==> src/hdl/lru_recency_stack_core_macros.svh <==
// assertion macros for the lru recency stack core
`ifndef LRU_RECENCY_STACK_CORE_MACROS_SVH
`define LRU_RECENCY_STACK_CORE_MACROS_SVH

// property that must hold at every clock edge outside reset
`define LRS_ASSERT_NOW(lbl, expr, msg) \
  lbl: assert property (@(posedge clk_i) disable iff (!rst_ni) (expr)) else $error(msg);

// property whose consequent must hold in the cycle after the antecedent
`define LRS_ASSERT_NEXT(lbl, ante, cons, msg) \
  lbl: assert property (@(posedge clk_i) disable iff (!rst_ni) (ante) |=> (cons)) \
    else $error(msg);

`endif

==> src/hdl/lrs_pkg.sv <==
// types, constants and cell commands for the lru recency stack
`default_nettype none

package lrs_pkg;

  // geometry
  localparam int unsigned DEPTH = 16;
  localparam int unsigned KEY_W = 32;
  localparam int unsigned ACT_W = 3;
  localparam int unsigned STS_W = 2;
  localparam int unsigned CNT_W = $clog2(DEPTH + 1);

  // requested action, codes above touch mean no operation
  typedef enum logic [ACT_W-1:0] {
    ACT_PUSH   = 3'd0,
    ACT_POP    = 3'd1,
    ACT_REMOVE = 3'd2,
    ACT_EVICT  = 3'd3,
    ACT_TOUCH  = 3'd4
  } action_e;

  // result status
  typedef enum logic [STS_W-1:0] {
    ST_OK       = 2'd0,
    ST_EMPTY    = 2'd1,
    ST_NOTFOUND = 2'd2,
    ST_FULL     = 2'd3
  } status_e;

  // what each cell does with its key this cycle
  typedef enum logic [2:0] {
    CMD_HOLD,
    CMD_SHIFT_DOWN,
    CMD_SHIFT_UP,
    CMD_UP_FROM_MATCH,
    CMD_DOWN_TO_MATCH
  } cell_cmd_e;

  // control broadcast to every cell
  typedef struct packed {
    cell_cmd_e        cmd;
    logic [KEY_W-1:0] key;
  } cell_ctl_t;

endpackage

`default_nettype wire

==> src/hdl/lrs_in_if.sv <==
// request channel of the lru recency stack
`default_nettype none

interface lrs_in_if;

  logic                       valid;
  logic                       ready;
  logic [lrs_pkg::ACT_W-1:0]  action;
  logic [lrs_pkg::KEY_W-1:0]  key;

  modport source (output valid, output action, output key, input ready);
  modport sink (input valid, input action, input key, output ready);

endinterface

`default_nettype wire

==> src/hdl/lrs_out_if.sv <==
// result channel of the lru recency stack
`default_nettype none

interface lrs_out_if #(
  parameter int unsigned CntW = lrs_pkg::CNT_W
);

  logic                       valid;
  logic                       ready;
  logic [lrs_pkg::KEY_W-1:0]  out_key;
  logic                       hit;
  logic [lrs_pkg::STS_W-1:0]  status;
  logic [CntW-1:0]            entry_count;

  modport source (output valid, output out_key, output hit, output status,
                  output entry_count, input ready);
  modport sink (input valid, input out_key, input hit, input status,
                input entry_count, output ready);

endinterface

`default_nettype wire

==> src/hdl/lrs_cell.sv <==
// one slot of the recency stack: key register, compare and neighbor shift
`default_nettype none

module lrs_cell (
  input  wire                       clk_i,
  input  wire lrs_pkg::cell_ctl_t   ctl_i,
  input  wire [lrs_pkg::KEY_W-1:0]  above_key_i,
  input  wire [lrs_pkg::KEY_W-1:0]  below_key_i,
  input  wire                       occ_i,
  input  wire                       match_above_i,
  output logic                      match_o,
  output logic [lrs_pkg::KEY_W-1:0] key_o
);

  logic [lrs_pkg::KEY_W-1:0] key_q, key_d;
  logic                      own_match;

  // match ripple: set from the topmost matching occupied slot downward
  assign own_match = occ_i && (key_q == ctl_i.key);
  assign match_o   = match_above_i | own_match;
  assign key_o     = key_q;

  // next key from own value or a neighbor
  always_comb begin
    key_d = key_q;
    case (ctl_i.cmd)
      lrs_pkg::CMD_HOLD:          key_d = key_q;
      lrs_pkg::CMD_SHIFT_DOWN:    key_d = above_key_i;
      lrs_pkg::CMD_SHIFT_UP:      key_d = below_key_i;
      lrs_pkg::CMD_UP_FROM_MATCH: key_d = match_o ? below_key_i : key_q;
      lrs_pkg::CMD_DOWN_TO_MATCH: key_d = match_above_i ? key_q : above_key_i;
      default:                    key_d = key_q;
    endcase
  end

  // key storage, contents meaningful only while occupied
  always_ff @(posedge clk_i) begin
    key_q <= key_d;
  end

endmodule

`default_nettype wire

==> src/hdl/lru_recency_stack_core.sv <==
// top level of the lru recency stack: cell row, fill count and result register
//
// channel  | dir | payload                              | transaction
// in_i     | in  | action, key                          | valid & ready
// out_o    | out | out_key, hit, status, entry_count    | valid & ready
//
// one transaction per cycle while in_i.ready is high; the whole update happens at the accepting edge
// the critical path is the key compare rippling its match flag down the row
// of Depth cells, followed by the shift select in each cell
// reset empties the stack (fill count zero); cell keys are not cleared
// in_i.ready drops only while a result waits in the output register unread
`default_nettype none

`include "lru_recency_stack_core_macros.svh"

module lru_recency_stack_core #(
  parameter int unsigned Depth = lrs_pkg::DEPTH
) (
  input  wire        clk_i,
  input  wire        rst_ni,
  lrs_in_if.sink     in_i,
  lrs_out_if.source  out_o
);

  localparam int unsigned CntW = $clog2(Depth + 1);
  localparam int unsigned IdxW = $clog2(Depth);
  localparam logic [CntW-1:0] CntFull = CntW'(Depth);
  localparam logic [CntW-1:0] CntOne  = CntW'(1);

  logic [CntW-1:0]            cnt_q, cnt_d;
  logic                       out_valid_q, out_valid_d;
  logic [lrs_pkg::KEY_W-1:0]  okey_q, okey_d;
  logic                       hit_q, hit_d;
  lrs_pkg::status_e           status_q, status_d;

  lrs_pkg::action_e           act;
  lrs_pkg::cell_ctl_t         ctl;
  logic                       accept;
  logic                       full, empty, hit_any;
  logic [Depth:0]             match_chain;
  logic [lrs_pkg::KEY_W-1:0]  cell_key [Depth];
  logic [IdxW-1:0]            bottom_idx;

  // handshake
  assign accept     = in_i.valid & in_i.ready;
  assign in_i.ready = !out_valid_q || out_o.ready;
  assign act        = lrs_pkg::action_e'(in_i.action);

  assign full        = (cnt_q == CntFull);
  assign empty       = (cnt_q == '0);
  assign hit_any     = match_chain[Depth];
  assign bottom_idx  = IdxW'(cnt_q - CntOne);
  assign match_chain[0] = 1'b0;

  // row of cells
  for (genvar i = 0; i < Depth; i++) begin : g_cell
    localparam logic [CntW-1:0] Pos = CntW'(i);
    logic [lrs_pkg::KEY_W-1:0] above_key, below_key;

    if (i == 0) begin : g_top
      assign above_key = in_i.key;
    end else begin : g_mid
      assign above_key = cell_key[i-1];
    end
    if (i == Depth - 1) begin : g_bot
      assign below_key = cell_key[i];
    end else begin : g_up
      assign below_key = cell_key[i+1];
    end

    lrs_cell u_cell (
      .clk_i         (clk_i),
      .ctl_i         (ctl),
      .above_key_i   (above_key),
      .below_key_i   (below_key),
      .occ_i         (cnt_q > Pos),
      .match_above_i (match_chain[i]),
      .match_o       (match_chain[i+1]),
      .key_o         (cell_key[i])
    );
  end

  // action decode: cell command, count and result
  always_comb begin
    ctl.key  = in_i.key;
    ctl.cmd  = lrs_pkg::CMD_HOLD;
    cnt_d    = cnt_q;
    okey_d   = '0;
    hit_d    = 1'b0;
    status_d = lrs_pkg::ST_OK;
    if (accept) begin
      case (act)
        lrs_pkg::ACT_PUSH: begin
          if (full) begin
            status_d = lrs_pkg::ST_FULL;
          end else begin
            ctl.cmd = lrs_pkg::CMD_SHIFT_DOWN;
            cnt_d   = cnt_q + CntOne;
          end
        end
        lrs_pkg::ACT_POP: begin
          if (empty) begin
            status_d = lrs_pkg::ST_EMPTY;
          end else begin
            okey_d  = cell_key[0];
            ctl.cmd = lrs_pkg::CMD_SHIFT_UP;
            cnt_d   = cnt_q - CntOne;
          end
        end
        lrs_pkg::ACT_REMOVE: begin
          if (empty) begin
            status_d = lrs_pkg::ST_EMPTY;
          end else if (hit_any) begin
            okey_d  = in_i.key;
            hit_d   = 1'b1;
            ctl.cmd = lrs_pkg::CMD_UP_FROM_MATCH;
            cnt_d   = cnt_q - CntOne;
          end else begin
            status_d = lrs_pkg::ST_NOTFOUND;
          end
        end
        lrs_pkg::ACT_EVICT: begin
          if (empty) begin
            status_d = lrs_pkg::ST_EMPTY;
          end else begin
            okey_d = cell_key[bottom_idx];
            cnt_d  = cnt_q - CntOne;
          end
        end
        lrs_pkg::ACT_TOUCH: begin
          if (hit_any) begin
            hit_d   = 1'b1;
            ctl.cmd = lrs_pkg::CMD_DOWN_TO_MATCH;
          end else if (full) begin
            status_d = lrs_pkg::ST_FULL;
          end else begin
            ctl.cmd = lrs_pkg::CMD_SHIFT_DOWN;
            cnt_d   = cnt_q + CntOne;
          end
        end
        default: begin
          ctl.cmd = lrs_pkg::CMD_HOLD;
        end
      endcase
    end
  end

  assign out_valid_d = accept || (out_valid_q && !out_o.ready);

  // control state
  always_ff @(posedge clk_i or negedge rst_ni) begin
    if (!rst_ni) begin
      cnt_q       <= '0;
      out_valid_q <= 1'b0;
    end else begin
      cnt_q       <= cnt_d;
      out_valid_q <= out_valid_d;
    end
  end

  // result register, loaded per accepted transaction
  always_ff @(posedge clk_i) begin
    if (accept) begin
      okey_q   <= okey_d;
      hit_q    <= hit_d;
      status_q <= status_d;
    end
  end

  assign out_o.valid       = out_valid_q;
  assign out_o.out_key     = okey_q;
  assign out_o.hit         = hit_q;
  assign out_o.status      = status_q;
  assign out_o.entry_count = cnt_q;

  // checks
  `LRS_ASSERT_NOW(a_cnt_bound, cnt_q <= CntFull, "fill count above depth")
  `LRS_ASSERT_NEXT(a_cnt_idle, !accept, $stable(cnt_q), "fill count moved without transaction")
  `LRS_ASSERT_NOW(a_full_status, !(out_valid_q && status_q == lrs_pkg::ST_FULL) || full, "full status with room left")
  `LRS_ASSERT_NEXT(a_hit_result, accept && hit_any && (act == lrs_pkg::ACT_REMOVE || act == lrs_pkg::ACT_TOUCH), hit_q && status_q == lrs_pkg::ST_OK, "match not reported as hit")

endmodule

`default_nettype wire

==> src/flat_wrapper.sv <==
// flat-port wrapper written by rule: the top's interface ports become plain ports
module lru_recency_stack_core_flat 
#(
  parameter int unsigned Depth = lrs_pkg::DEPTH
)
  (clk_i, rst_ni, in_i_valid, in_i_action, in_i_key, in_i_ready, out_o_valid, out_o_out_key, out_o_hit, out_o_status, out_o_entry_count, out_o_ready);
  lrs_in_if in_i_i ();
  lrs_out_if out_o_i ();
  input  wire clk_i;
  input  wire rst_ni;
  input wire logic [$bits(in_i_i.valid)-1:0] in_i_valid;
  input wire logic [$bits(in_i_i.action)-1:0] in_i_action;
  input wire logic [$bits(in_i_i.key)-1:0] in_i_key;
  output wire logic [$bits(in_i_i.ready)-1:0] in_i_ready;
  output wire logic [$bits(out_o_i.valid)-1:0] out_o_valid;
  output wire logic [$bits(out_o_i.out_key)-1:0] out_o_out_key;
  output wire logic [$bits(out_o_i.hit)-1:0] out_o_hit;
  output wire logic [$bits(out_o_i.status)-1:0] out_o_status;
  output wire logic [$bits(out_o_i.entry_count)-1:0] out_o_entry_count;
  input wire logic [$bits(out_o_i.ready)-1:0] out_o_ready;
  assign in_i_i.valid = in_i_valid;
  assign in_i_i.action = in_i_action;
  assign in_i_i.key = in_i_key;
  assign in_i_ready = in_i_i.ready;
  assign out_o_valid = out_o_i.valid;
  assign out_o_out_key = out_o_i.out_key;
  assign out_o_hit = out_o_i.hit;
  assign out_o_status = out_o_i.status;
  assign out_o_entry_count = out_o_i.entry_count;
  assign out_o_i.ready = out_o_ready;
  lru_recency_stack_core #(.Depth(Depth)) u_core (.clk_i(clk_i), .rst_ni(rst_ni), .in_i(in_i_i), .out_o(out_o_i));
endmodule
==> config.mk <==
export PLATFORM = sky130hd
export DESIGN_NAME = lru_recency_stack_core_flat
export DESIGN_NICKNAME = d
export VERILOG_FILES = /design/src/hdl/lrs_pkg.sv /design/src/hdl/lrs_in_if.sv /design/src/hdl/lrs_out_if.sv /design/src/hdl/lrs_cell.sv /design/src/hdl/lru_recency_stack_core.sv /design/src/flat_wrapper.sv
export VERILOG_INCLUDE_DIRS = /design/src /design/src/hdl
export SDC_FILE = /design/constraint.sdc
export NUM_CORES = 2
export LEC_CHECK = 0
export ABC_AREA = 1
export BUFFER_PORTS_ARGS = -buffer_cell sky130_fd_sc_hd__buf_4
export CAP_MARGIN = 20
export CELL_PAD_IN_SITES_DETAIL_PLACEMENT = 0
export CELL_PAD_IN_SITES_GLOBAL_PLACEMENT = 1
export CORE_UTILIZATION = 50
export CTS_CLUSTER_DIAMETER = 40
export DETAILED_ROUTE_END_ITERATION = 8
export GPL_TIMING_DRIVEN = 0
export PLACE_DENSITY_LB_ADDON = 0.1
export SLEW_MARGIN = 20
export SYNTH_ARGS = -nofsm -noshare
export SYNTH_HDL_FRONTEND = slang
export SYNTH_HIERARCHICAL = 1
export SYNTH_SLANG_ARGS = --single-unit
==> constraint.sdc <==
create_clock -name clk_i -period 15.8 [get_ports clk_i]
set_clock_uncertainty 0.05 [all_clocks]
set_input_delay 0.79 -clock clk_i [delete_from_list [all_inputs] [get_ports clk_i]]
set_output_delay 0.79 -clock clk_i [all_outputs]
set_load 0.02 [all_outputs]
After elaboration in Yosys (flattened, before gate mapping)
Cells that the tools add are included.

Bits in registers: 553. Input bits: 39. Output and inout bits: 42. Logic and storage cells: 177.

$add $sub $neg: 2. $lt $le $gt $ge: 17. Eq/ne operators: 29. Multiplexer cells: 61. Bitwise logic cells: 17. Reduce and logical (&&, ||, !) cells: 30.

Operator list (number): $pmux W32 S4 (14); $mux W32 (21); $eq A32 B32 Y1 (16); $pmux W32 S3 (2); $bmux W32 S4 (1); $pmux W32 S2 (1); $gt A5 B4 Y1 const B (8); $mux W5 (5); $gt A5 B3 Y1 const B (4); $pmux W5 S4 (1); $logic_and A1 B1 Y1 (17); $or A1 B1 Y1 (15); $eq A3 B2 Y1 const B (4); $mux W2 (6); $pmux W3 S4 (1); $gt A5 B1 Y1 const B (2); $gt A5 B2 Y1 const B (2); $mux W3 (3); $ne A2 B2 Y1 const B (4); $pmux W2 S4 (1); $reduce_bool A4 Y1 (2); $eq A3 B1 Y1 const B (2); $eq A3 B3 Y1 const B (2); $reduce_and A6 Y1 (1); 15 further kinds (21).

Depth between registers and ports, before layout
Word-level depth: 24. Gate-level depth with buffers: 55. Mapped depth without buffers: 52.

Hierarchy
Netlist, hierarchy kept.

Modules (own cells, without submodules): lrs_cell (instances 16, cells each 203, area each 1945.6 µm², seq. area each 960.9 µm²); lru_recency_stack_core (instances 1, cells each 1447, area each 7420.9 µm², seq. area each 1201.2 µm²).

Worst setup path after synthesis
OpenSTA, ideal clock, no wires.

Kind: register to register. From: register u_core.cnt_q[0] (netlist: u_core/out_o.entry_count[0]). To: register u_core.g_cell[0].u_cell.key_q (netlist bit u_core/g_cell[0].u_cell/key_o[0]), enable pin. Setup time: 0.387 ns. Arrival time: 8.075 ns. Required time: 15.363 ns. Slack: 7.288 ns. Cell stages (with the launch flop): 55. Path buffers: 5. Clock period less this slack: 8.512 ns. Cells stage by stage: dfrtp_1 -> buf_2 -> inv_2 -> buf_2 -> buf_2 -> ha_1 -> nand2_2 -> buf_2 -> inv_1 -> nor2_1 -> nand3_1 -> nor2_1 -> nand2_1 -> nor2_1 -> nand2_1 -> nand2_1 -> inv_1 -> nand2_1 -> [19 not listed] -> nand2_1 -> inv_1 -> nand2_1 -> inv_1 -> nand2_1 -> inv_1 -> nand2_1 -> inv_1 -> nand2_1 -> inv_1 -> nor2_1 -> buf_2 -> nand2_1 -> a21oi_1 -> o21ai_0 -> o31ai_1 -> nand2_1 -> inv_1.

RTL lines: start, declared (RTL line lru_recency_stack_core.sv:30) `logic [CntW-1:0] cnt_q, cnt_d;`; start signal, assigned (RTL line lru_recency_stack_core.sv:156) `cnt_q <= cnt_d;`; end signal, assigned (RTL line lrs_cell.sv:38) `key_q <= key_d;`; end, declared (RTL line lrs_cell.sv:15) `logic [lrs_pkg::KEY_W-1:0] key_q, key_d;`.

==> implementation parameters <==
Parameter                              Value

Run status
  Status ... finished clean

STA
  Maximum clock frequency ... roughly 110 MHz
  Number of setup violations in the final report ... 0
  Slew Limit Headroom ... 16.8%
  TNS Setup ... 0 ps
  Final cycle utilization of the critical path ... 58.7%
  Transition time at the pin with the least slew margin ... 1250 ps
  Minimum clock period after layout ... 9270 ps
  Final Slew Violations ... 0
  Min setup slack post-route ... 6530 ps
  Final hold vios ... 0
  RSZ-0062 raised after global routing ... no

Worst setup path
  Worst Reg2Reg Path Length in Cells ... 55
  R2r startpoint ... u_core/out_o.entry_count[0]
  Slowest stage cell on the critical path ... sky130_fd_sc_hd__nor2_2
  Arrival time of the worst setup path ... 9520 ps
  Required time of the critical path ... ~16,000 ps
  Endpoint class of the critical path ... register
  Critical path's largest stage delay ... 780 ps
  FF-to-FF setup slack ... 6530 ps
  Highest fanout seen on the critical path ... 32
  Startpoint type of the worst setup path ... register
  Worst path most repeated cell ... sky130_fd_sc_hd__nand2_1
  Endpoint of the lowest-slack register-to-register path ... u_core/g_cell[6].u_cell/key_o[0]
  Crit path kind ... reg -> reg

Synthesis
  Async set-or-reset flop fraction in the synthesized netlist ... 1.08%
  Synth unique cells ... 34
  Number of synthesis warnings ... 6
  Number of enable flip-flop cells after synthesis ... approximately 550
  Portion of the post-synthesis area used by sequential elements ... roughly 43%
  Net count after synthesis ... ~4,700
  Cell area after synthesis ... 0.0386 mm^2
  Main flop type after synthesis ... sky130_fd_sc_hd__edfxtp_1
  Post-Syn Area per Cell ... 8.21 um^2
  Flops & latches, synth ... 553
  Number of instances in the synthesized netlist ... approximately 4,700

Final layout
  Number of filler cells placed in the layout ... 7,035
  Number of nets in the layout ... 4,944
  Area taken by flip-flops and latches ... 0.0166 mm^2
  Count of placed standard cells in the final layout, fillers left out ... 6,020
  Synth-to-layout area growth ... 15.3%
  Core Util, Final ... 58.5%
  Cell area after layout ... 0.0445 mm^2
  Multi-input gate area in the final layout ... 0.0185 mm^2
  Layout cell share with drive strength beyond 1 ... 18.3%

GRT
  Number of global-route vias before repair ... 31,100
  Total overflow reported by the global router ... 0
  Global-route usage over all layers ... a little over a third
  Wire length of the first global-routing pass ... 204,000 um
  Maximum number of pins on one net before global-route repair ... 35
  Antenna violations before repair ... 2

Die
  Overall die area ... 0.0782 mm^2
  Die Span Y ... roughly 280 um
  Row count ... 101
  Die outline width ... 280 um
  I/O pin count ... 81
  Initial core utilization ... between 50 and 60%
  Placeable Area ... 0.0761 mm^2

CTS
  Clock-pin slew on the worst setup and hold paths ... approximately 50 ps
  Worst-skew pair later-pin latency ... slightly below 700 ps
  Count of cells resized by post-cts repair ... 0
  Number of buffers on the longest clock path ... 3
  Sink count of the clock tree ... ~550
  CTS root buf ... sky130_fd_sc_hd__clkbuf_16
  Clock tree from TritonCTS ... yes
  H-tree depth ... 3
  Clock buffers created by TritonCTS ... around 110

Power and ir drop
  Largest voltage drop on the vdd net ... 0.109 mV
  Power Density ... 165 mW/mm^2
  Lkg Pwr ... 19.6 nW

Place
  Placed Cells ... 5,814
  Standard cell area after detailed placement ... 0.0407 mm^2
  Half-perimeter wire length of the detailed placement result ... between 100,000 and 150,000 um
  Port buffer count ... 80
  Final weighted congestion in routability-driven placement ... 0.951
  Pre-CTS setup slack ... 6920 ps

Detailed routing
  DRC ... 0
  Total via count after detailed routing ... 33,800
  Total Wirelength ... ~140,000 um
  Vias per cell ... about 5.6
  Number of iterations in the first detailed-routing pass ... 6
  Antenna Violating Nets Remaining ... 0
  DR iter-0 viols ... roughly 4,500
  Average wire length per cell after detail routing ... about 23 um

Job
  Number of violations of the max-capacitance limit ... 0

Hold path
  Worst hold path type ... in -> reg
  HP Start ... in_i_valid
  Hold worst-path end ... u_core/out_o.valid
  Cell depth of the worst hold path ... 3
[logic make-up (layout without fill, tap and decap cells)]
group	count (synthesis)	in the layout	share of synthesized area, %
AND/OR/NAND/NOR	2486	2486	26.8
flip-flops	553	553	43.0
buffers and inverters	857	1151	9.12
adder cells (fa/ha/maj)	6	6	0.195
multiplexers	512	512	15.0
other	1	2	0.00973
XOR/XNOR	195	195	4.45
AO/OA/AOI/OAI	85	85	1.43
[cell type report]
class | count | share of cell area, %
inverter | 687 | 5.80
buffer | 170 | 2.11
clock inverter | 75 | 1.90
tap | 1030 | 2.90
multi-input combinational | 3285 | 41.6
sequential | 553 | 37.3
timing repair buffer | 90 | 1.85
antenna | 1 | 0.00563
clock buffer | 129 | 6.54
[cells in the final DEF, fill, tap and decap left out, drive strengths merged]
master,netlist,layout
a21oi,4,4
a22oi,1,1
a31oi,1,1
buf,129,218
bufinv,0,14
clkbuf,41,170
clkinv,9,52
clkinvlp,0,15
conb,1,1
dfrtp,6,6
diode,0,1
dlygate4sd3,0,1
edfxtp,547,547
ha,6,6
inv,678,681
mux2,512,512
nand2,1481,1481
nand3,600,600
nand4,82,82
nor2,319,319
nor3,3,3
o21a,1,1
o21ai,30,30
o22ai,16,16
o2bb2ai,16,16
o31ai,16,16
or2,1,1
xnor2,161,161
xor2,34,34
[registers in the layout, indices dropped and copies added (netlist names)]
register,cells
u_core/out_o.out_key,32
u_core/out_o.valid,1
u_core/out_o.entry_count,5
u_core/g_cell.u_cell/key_o,512
u_core/out_o.hit,1
u_core/out_o.status,2
[cell usage after synthesis, types with 2 or more instances]
master                      count  share of area (%)
sky130_fd_sc_hd__nand2_2       17               0.28
sky130_fd_sc_hd__o21ai_0       23               0.30
sky130_fd_sc_hd__nor2_1       318                3.1
sky130_fd_sc_hd__o31ai_1       16               0.31
sky130_fd_sc_hd__o21ai_1        7              0.091
sky130_fd_sc_hd__mux2_1        48                1.4
sky130_fd_sc_hd__o22ai_1       16               0.26
sky130_fd_sc_hd__buf_4         56                1.1
sky130_fd_sc_hd__nand3_1      600                7.8
sky130_fd_sc_hd__clkinv_1       9              0.088
sky130_fd_sc_hd__clkbuf_1      41               0.40
sky130_fd_sc_hd__nand2_1     1464                 14
sky130_fd_sc_hd__o2bb2ai_1     16               0.36
sky130_fd_sc_hd__xor2_1        34               0.77
sky130_fd_sc_hd__ha_1           6               0.19
sky130_fd_sc_hd__dfrtp_1        6               0.39
sky130_fd_sc_hd__nand4_1       82                1.3
sky130_fd_sc_hd__a21oi_1        4              0.052
sky130_fd_sc_hd__inv_2         11               0.11
sky130_fd_sc_hd__nor3_2         2              0.052
sky130_fd_sc_hd__buf_1          3              0.029
sky130_fd_sc_hd__xnor2_1      160                3.6
sky130_fd_sc_hd__buf_2         70               0.91
sky130_fd_sc_hd__edfxtp_1     547                 43
sky130_fd_sc_hd__mux2_2       464                 14
sky130_fd_sc_hd__inv_1        667                6.5
[through the flow]
step / hold WS, ps / total power [mW]
after floorplan: 444 / 3.58
after global placement: 458 / 4.83
after detailed placement: 528 / 4.86
after CTS: 285 / 7.23
after global routing: 323 / 7.56
final: 304 / 7.34
[where the power goes]
part	switching, mW	total [mW]	leakage, nW	internal (mW)
Clock	0.826	2.37	1.80	1.54
Sequential	0.155	1.96	5.12	1.81
Combinational	2.21	3.02	12.7	0.810
Total	3.19	7.34	19.6	4.16
[critical path, delay by kind of cell, from the launching register on]
family                   cells  cell delay, ps
AO/OA/AOI/OAI                3             770
flip-flops                   1             410
AND/OR/NAND/NOR             26            3380
buffers and inverters       25            3890
adder cells (fa/ha/maj)      1             300
[worst max path at each step]
stage / startpoint / slack [ps] / to
5_1_grt: u_core/out_o.entry_count[0] / 6040 / u_core/g_cell[13].u_cell/key_o[6]
3_3_place_gp: u_core/out_o.entry_count[0] / 2990 / u_core/g_cell[9].u_cell/key_o[1]
6_report: u_core/out_o.entry_count[0] / 6530 / u_core/g_cell[6].u_cell/key_o[0]
2_1_floorplan: u_core/out_o.entry_count[0] / 7290 / u_core/g_cell[0].u_cell/key_o[0]
4_1_cts: u_core/out_o.entry_count[0] / 6880 / u_core/g_cell[6].u_cell/key_o[26]
3_5_place_dp: u_core/out_o.entry_count[0] / 6920 / u_core/g_cell[6].u_cell/key_o[0]
[layer usage]
| metal | vias to the layer above | wire [um] | GRT usage, % |
|---|---|---|---|
| li1 | 15800 | - | - |
| met1 | 16100 | 61200 | 52.0 |
| met2 | 1716 | 60900 | 53.2 |
| met3 | 191 | 14800 | 6.91 |
| met4 | 0 | 3870 | 10.2 |
| met5 | - | 0 | 0 |
[repair_timing]
item / 4_1_cts / 5_1_grt
endpoints found under the hold margin: 6 / 0
setup buffers: 0 / 0
hold buffers: 1 / 0
No activity file was read; power rests on OpenSTA's default activity.
